[config.mk]
export PLATFORM = sky130hd
export DESIGN_NAME = api_frame_rx_deframer_top
export DESIGN_NICKNAME = d
export VERILOG_FILES = /design/src/rtl/afd_pkg.sv /design/src/rtl/api_frame_rx_deframer_top.sv /design/src/rtl/afd_parser.sv /design/src/rtl/afd_skid.sv
export SDC_FILE = /design/constraint.sdc
export NUM_CORES = 1
export LEC_CHECK = 0
export BUFFER_PORTS_ARGS = -buffer_cell sky130_fd_sc_hd__buf_2
export CORE_MARGIN = 2
export CORE_UTILIZATION = 57
export CTS_BUF_LIST = sky130_fd_sc_hd__clkbuf_16
export DETAILED_ROUTE_END_ITERATION = 8
export PLACE_DENSITY_LB_ADDON = 0.3
export SLEW_MARGIN = 10
export SYNTH_ARGS = -nofsm -noshare
export SYNTH_HDL_FRONTEND = slang
export SYNTH_SLANG_ARGS = --single-unit
export TNS_END_PERCENT = 20
[constraint.sdc]
create_clock -name clock -period 7.8 [get_ports clock]
set_input_delay 1.56 -clock clock [delete_from_list [all_inputs] [get_ports clock]]
set_output_delay 1.56 -clock clock [all_outputs]
set_load 0.05 [all_outputs]
[src/rtl/afd_pkg.sv]
`default_nettype none

package afd_pkg;

   localparam logic [7:0]  StartByte     = 8'h7E;
   localparam logic [7:0]  DefaultRxType = 8'h90;
   localparam logic [15:0] MinLength     = 16'd12;
   localparam logic [16:0] PayloadOffset = 17'd15;
   localparam logic [16:0] TypeOffset    = 17'd3;
   localparam int          IndexWidth    = 17;

   typedef enum logic [1:0] {
      PH_WAIT   = 2'd0,
      PH_LENGTH = 2'd1,
      PH_BODY   = 2'd2
   } phase_type;

   typedef enum logic {
      KIND_PAYLOAD = 1'b0,
      KIND_END     = 1'b1
   } kind_type;

   typedef struct packed {
      kind_type   kind;
      logic [7:0] data;
      logic       last;
   } result_type;

endpackage

`default_nettype wire

[src/rtl/api_frame_rx_deframer_top.sv]
`default_nettype none

// Receive-side API frame parser. Each received serial byte is one word on the
// req_ stream; the block hunts for the 0x7E start byte, reads a big-endian
// 16-bit length and the frame type, and for frames whose type matches the
// csr_ register (reset 0x90) and whose length is at least 12 sends every byte
// from frame offset 15 up to the checksum as a payload word, the final one
// marked by rsp_tlast. The checksum byte then leaves as an end-of-message word
// (rsp_tuser high); it is not verified. Other frames produce no output. Every
// byte is parsed in the cycle it is accepted, so the block takes one byte per
// clock; results pass through a two-entry output buffer, and req_tready falls
// only while both entries hold words that the downstream side has not taken.
// Result words are registered in the output buffer before they reach the rsp_ stream.
module api_frame_rx_deframer_top (
   input  wire logic       clock,
   input  wire logic       reset,
   input  wire logic       csr_wr_en,
   input  wire logic [7:0] csr_wr_data,
   input  wire logic       req_tvalid,
   output logic            req_tready,
   input  wire logic [7:0] req_tdata,   // [7:0] rx_byte
   output logic            rsp_tvalid,
   input  wire logic       rsp_tready,
   output logic [7:0]      rsp_tdata,   // [7:0] data_byte
   output logic            rsp_tuser,   // [0] result_kind
   output logic            rsp_tlast    // last_payload
);
   import afd_pkg::*;

   logic       accept;
   logic       space;
   logic       res_valid;
   result_type res;
   result_type out_word;

   assign req_tready = space;
   assign accept     = req_tvalid && space;

   afd_parser u_parser (
      .clock       (clock),
      .reset       (reset),
      .csr_wr_en   (csr_wr_en),
      .csr_wr_data (csr_wr_data),
      .byte_valid  (accept),
      .byte_data   (req_tdata),
      .res         (res),
      .res_valid   (res_valid)
   );

   afd_skid u_skid (
      .clock     (clock),
      .reset     (reset),
      .push      (res_valid),
      .push_data (res),
      .space     (space),
      .out_valid (rsp_tvalid),
      .out_ready (rsp_tready),
      .out_data  (out_word)
   );

   assign rsp_tdata = out_word.data;
   assign rsp_tuser = out_word.kind;
   assign rsp_tlast = out_word.last;

endmodule

`default_nettype wire

[src/rtl/afd_parser.sv]
`default_nettype none

module afd_parser (
   input  wire logic               clock,
   input  wire logic               reset,
   input  wire logic               csr_wr_en,
   input  wire logic [7:0]         csr_wr_data,
   input  wire logic               byte_valid,
   input  wire logic [7:0]         byte_data,
   output afd_pkg::result_type     res,
   output logic                    res_valid
);
   import afd_pkg::*;

   phase_type                phase_ff, phase_in;
   logic [IndexWidth-1:0]    index_ff, index_in;
   logic [15:0]              length_ff, length_in;
   logic [7:0]               length_high_ff, length_high_in;
   logic [7:0]               kind_ff, kind_in;
   logic [7:0]               rx_type_ff;

   logic [7:0]               kind_now;
   logic [IndexWidth-1:0]    length_ext;
   logic                     match;
   logic                     at_end;
   logic                     in_payload;
   logic                     at_last;

   always_ff @(posedge clock) begin
      if (reset) begin
         rx_type_ff <= DefaultRxType;
      end else if (csr_wr_en) begin
         rx_type_ff <= csr_wr_data;
      end
   end

   // The type byte sits at offset 3 and must already count for that byte.
   assign kind_now   = (index_ff == TypeOffset) ? byte_data : kind_ff;
   assign length_ext = {1'b0, length_ff};
   assign match      = (kind_now == rx_type_ff) && (length_ff >= MinLength);
   assign at_end     = (index_ff == length_ext + 17'd3);
   assign at_last    = (index_ff == length_ext + 17'd2);
   assign in_payload = (index_ff >= PayloadOffset) && (index_ff <= length_ext + 17'd2);

   always_comb begin
      phase_in       = phase_ff;
      index_in       = index_ff;
      length_in      = length_ff;
      length_high_in = length_high_ff;
      kind_in        = kind_ff;
      if (byte_valid) begin
         unique case (phase_ff)
            PH_LENGTH: begin
               if (index_ff == 17'd1) begin
                  length_high_in = byte_data;
                  index_in       = 17'd2;
               end else begin
                  length_in = {length_high_ff, byte_data};
                  index_in  = 17'd3;
                  phase_in  = PH_BODY;
               end
            end
            PH_BODY: begin
               kind_in  = kind_now;
               index_in = index_ff + 17'd1;
               if (at_end) begin
                  phase_in = PH_WAIT;
                  index_in = '0;
               end
            end
            default: begin
               if (byte_data == StartByte) begin
                  index_in = 17'd1;
                  phase_in = PH_LENGTH;
               end
            end
         endcase
      end
   end

   always_comb begin
      res_valid = 1'b0;
      res.kind  = KIND_PAYLOAD;
      res.data  = byte_data;
      res.last  = 1'b0;
      if (byte_valid && phase_ff == PH_BODY && match) begin
         if (at_end) begin
            res_valid = 1'b1;
            res.kind  = KIND_END;
         end else if (in_payload) begin
            res_valid = 1'b1;
            res.last  = at_last;
         end
      end
   end

   always_ff @(posedge clock) begin
      if (reset) begin
         phase_ff       <= PH_WAIT;
         index_ff       <= '0;
         length_ff      <= '0;
         length_high_ff <= '0;
         kind_ff        <= '0;
      end else begin
         phase_ff       <= phase_in;
         index_ff       <= index_in;
         length_ff      <= length_in;
         length_high_ff <= length_high_in;
         kind_ff        <= kind_in;
      end
   end

   a_res_in_body: assert property (@(posedge clock) disable iff (reset)
      res_valid |-> phase_ff == PH_BODY)
      else $error("result outside of a frame body");

   a_end_closes: assert property (@(posedge clock) disable iff (reset)
      (res_valid && res.kind == KIND_END) |=> (phase_ff == PH_WAIT && index_ff == '0))
      else $error("end of message did not close the frame");

   a_last_is_payload: assert property (@(posedge clock) disable iff (reset)
      (res_valid && res.last) |-> (res.kind == KIND_PAYLOAD && index_ff >= PayloadOffset))
      else $error("last flag on a word that is not payload");

endmodule

`default_nettype wire

[src/rtl/afd_skid.sv]
`default_nettype none

module afd_skid (
   input  wire logic           clock,
   input  wire logic           reset,
   input  wire logic           push,
   input  afd_pkg::result_type push_data,
   output logic                space,
   output logic                out_valid,
   input  wire logic           out_ready,
   output afd_pkg::result_type out_data
);
   import afd_pkg::*;

   result_type  entry_ff [2];
   logic        wr_ptr_ff, wr_ptr_in;
   logic        rd_ptr_ff, rd_ptr_in;
   logic [1:0]  count_ff, count_in;
   logic        pop;

   assign space     = (count_ff != 2'd2);
   assign out_valid = (count_ff != 2'd0);
   assign out_data  = entry_ff[rd_ptr_ff];
   assign pop       = out_valid && out_ready;

   always_comb begin
      wr_ptr_in = wr_ptr_ff ^ push;
      rd_ptr_in = rd_ptr_ff ^ pop;
      count_in  = count_ff + {1'b0, push} - {1'b0, pop};
   end

   always_ff @(posedge clock) begin
      if (push) begin
         entry_ff[wr_ptr_ff] <= push_data;
      end
   end

   always_ff @(posedge clock) begin
      if (reset) begin
         wr_ptr_ff <= 1'b0;
         rd_ptr_ff <= 1'b0;
         count_ff  <= 2'd0;
      end else begin
         wr_ptr_ff <= wr_ptr_in;
         rd_ptr_ff <= rd_ptr_in;
         count_ff  <= count_in;
      end
   end

   a_count_range: assert property (@(posedge clock) disable iff (reset)
      count_ff <= 2'd2)
      else $error("output buffer count out of range");

   a_no_overflow: assert property (@(posedge clock) disable iff (reset)
      push |-> (count_ff != 2'd2 || pop))
      else $error("word written into a full output buffer");

   a_count_step: assert property (@(posedge clock) disable iff (reset)
      (push && !pop) |=> count_ff == $past(count_ff) + 2'd1)
      else $error("output buffer lost a word");

endmodule

`default_nettype wire
==> flow_summary.json <==
{
  "status": "complete, no violations",
  "initial_core_util_pct": 58.1,
  "dr.pass1.iters": 5,
  "finalSetupTns_ps": 0,
  "use_met3_pct": 4.53,
  "final_common_cell": "nand2_1",
  "power_leakage_nw": 1.94,
  "cts_resized": 0,
  "cp-end-kind": "flop",
  "wl_um": 12000,
  "grt_antenna_before_repair": 0,
  "crit_required_ps": 7790,
  "grt_use_met1_pct": 35.4,
  "cp_slowest_stage_delay_ps": 1090,
  "ios": 33,
  "maxSlewViolCount": 0,
  "critPathSlowestCell": "nor4b_2",
  "path_common_cell": "nand4_1",
  "grt_max_degree": 64,
  "final_util_pct": 63.2,
  "finalCritPeriodShare_pct": 57.8,
  "worstPathMaxFanout": 10,
  "drt_iter0_drc": 308,
  "path_class": "reg2reg",
  "fin_ws_ps": 3290,
  "synth_xor_area_share_pct": 7.47,
  "path_delay_family": "simple AND/OR/NAND/NOR gates",
  "powerDensity_nw_per_um2": 186,
  "hold_class": "reg2reg",
  "setup_viol": 0,
  "synthAdderAreaFrac_pct": 7.27,
  "die_h_um": 97.6,
  "critPathBufInv": 0,
  "area_delta_synth_final_pct": 8.74,
  "syn-num-nets": 611,
  "synth_warnings": 0,
  "synth_edf_count": 20,
  "core_um2": 8590,
  "synth_cell_types": 60,
  "rsz0062_at_grt": "false",
  "cp.arrival_ps": 4490,
  "numPortBuffers": 32,
  "vias": 4249,
  "cts_max_level": 3,
  "clock_sinks": 83,
  "synth_top_area_share_pct": 25.3,
  "fmax_mhz": 222,
  "yosysTopAreaCell": "dfxtp_1",
  "dp_hpwl_um": 8470,
  "fin_nets": 615,
  "maxCapViolCount": 0,
  "synth_top_family_by_area": "simple AND/OR/NAND/NOR gates",
  "period_minus_slack_ps": 4510,
  "fin_skew_ps": 7.23,
  "synth_seq_cells": 83,
  "die_x_um": 97.6,
  "pre_cts_ws_ps": 3370,
  "via_per_inst": 6.27,
  "busiest_layer": "met2",
  "synth_area_um2": 4990,
  "vdd_drop_max_mv": 0.123,
  "cts_tree": "yes",
  "ys_dominant_reg_cell": "dfxtp_1",
  "ys_seq_area_share_pct": 37.3,
  "cts_root_buf": "clkbuf_16",
  "holdWs_ps": 460,
  "drive_gt1_share_pct": 12.3,
  "gp_congestion": 0.911,
  "met2_usage_pct": 41.4,
  "drtAntennaViolNets": 0,
  "dpl.cell_count": 662,
  "numCtsBuffers": 9,
  "grt_usage_pct": 26.2,
  "synthCells": 561,
  "drc": 0,
  "hold_viol_final": 0,
  "hold_buffers": 0,
  "reg2reg_slack_ps": 3290,
  "cts_buffer_depth": 2,
  "grt_first_pass_wirelength_um": 20100,
  "max_slew_margin_pct": 18.0,
  "instances_no_fill": 678,
  "yosys.area_share.simple_pct": 24.2,
  "wl_per_cell_um": 17.7,
  "tightest_slew_ps": 1230,
  "cp_cell_sequence": "nor4_1, nand4_1, nor4b_2, mux2i_1, xor2_1, nand4_1, or4_1, a21oi_1, ha_1",
  "synthMuxAreaShare_pct": 8.47,
  "first_global_vias": 4064,
  "syn_area_per_cell_um2": 8.90,
  "synth_compound_area_share_pct": 11.0,
  "yosys-top-cells-area": "dfxtp_1 (25%), edfxtp_1 (12%), ha_1 (7.3%)",
  "path_clk_slew_ps": 70,
  "crit_path_start_kind": "flop",
  "clock_latency_ps": 340,
  "grt-ovfl-total": 0,
  "dieArea_um2": 9530,
  "synthArstFlopShare_pct": 0,
  "cts_setup_buffers": 0,
  "diodes": 0,
  "rows": 34,
  "final_cell_mix": "nand2_1 (69), dfxtp_1 (63), nor2_1 (39), buf_2 (32), mux2i_1 (31)"
}
[sequential cells by signal (all words and copies together) (netlist names)]
signal and cells:
u_parser.length_high_ff 8, u_skid.entry_ff 20, u_parser.kind_ff 8, u_parser.rx_type_ff 8
u_parser.length_ff 16, u_skid.count_ff 2, u_skid.rd_ptr_ff 1, u_skid.wr_ptr_ff 1
u_parser.phase_ff 2, u_parser.index_ff 17
[routing by layer]
| metal | part of all wire [%] | wire (µm) |
|---|---|---|
| met2 | 47 | 5700 |
| met5 | 0 | 0 |
| met1 | 44 | 5270 |
| met3 | 6.3 | 751 |
| met4 | 2.4 | 292 |
[final timing paths]
path                                            startpoint                      to  cells past startpoint
worst max register to register        u_parser.index_ff[4]   u_skid.entry_ff[1][6]                      9
worst min register to register  u_parser.length_high_ff[7]  u_parser.length_ff[15]                      2
worst min-delay path            u_parser.length_high_ff[7]  u_parser.length_ff[15]                      2
worst max-delay path                  u_parser.index_ff[4]   u_skid.entry_ff[1][6]                      9
[cells in the mapped netlist (8+ instances only)]
library cell / count
clkbuf_1: 23
nand4_1: 14
or3_1: 14
mux2i_1: 31
nor3_1: 9
ha_1: 29
nor2_1: 39
xor2_1: 24
dfxtp_1: 63
inv_1: 12
a21oi_1: 29
xnor2_1: 16
buf_2: 14
a31oi_1: 14
nand3_1: 29
edfxtp_1: 20
mux2_2: 10
nand2_1: 69
nand3b_1: 8
[kinds of logic (layout without fill, tap and decap cells)]
family,after synthesis,in the layout
compound gates,82,82
xor+xnor,41,41
fa+ha+maj,29,29
buf+inv,51,60
flops,83,83
mux,41,41
simple gates,234,234
[through the flow]
| step | power (mW) | area [µm²] |
|---|---|---|
| finish | 1.01 | 5430 |
| CTS | 1.02 | 5430 |
| floorplan | 0.546 | 4990 |
| global route | 1.04 | 5430 |
| global placement | 0.572 | 5120 |
| detailed placement | 0.573 | 5120 |
[cell type report]
class | count | area (µm²)
repair buffers | 32 | 160
flip-flops and latches | 83 | 1860
fillers | 731 | 3160
clock buffers | 9 | 225
multi-input cells | 427 | 2920
inverters | 12 | 45.0
well taps | 108 | 135
clock inverters | 7 | 81.3
[power breakdown]
part           switching [mW]  internal, mW
logic                  0.0697        0.0369
clock network           0.192         0.255
registers              0.0110         0.447
[tightest hold or removal path, cell delays in order, from the launching register on]
cell,delay [ps]
dfxtp_1,310
nand2_1,50
a21oi_1,50
(Power assumes the default switching activity.)
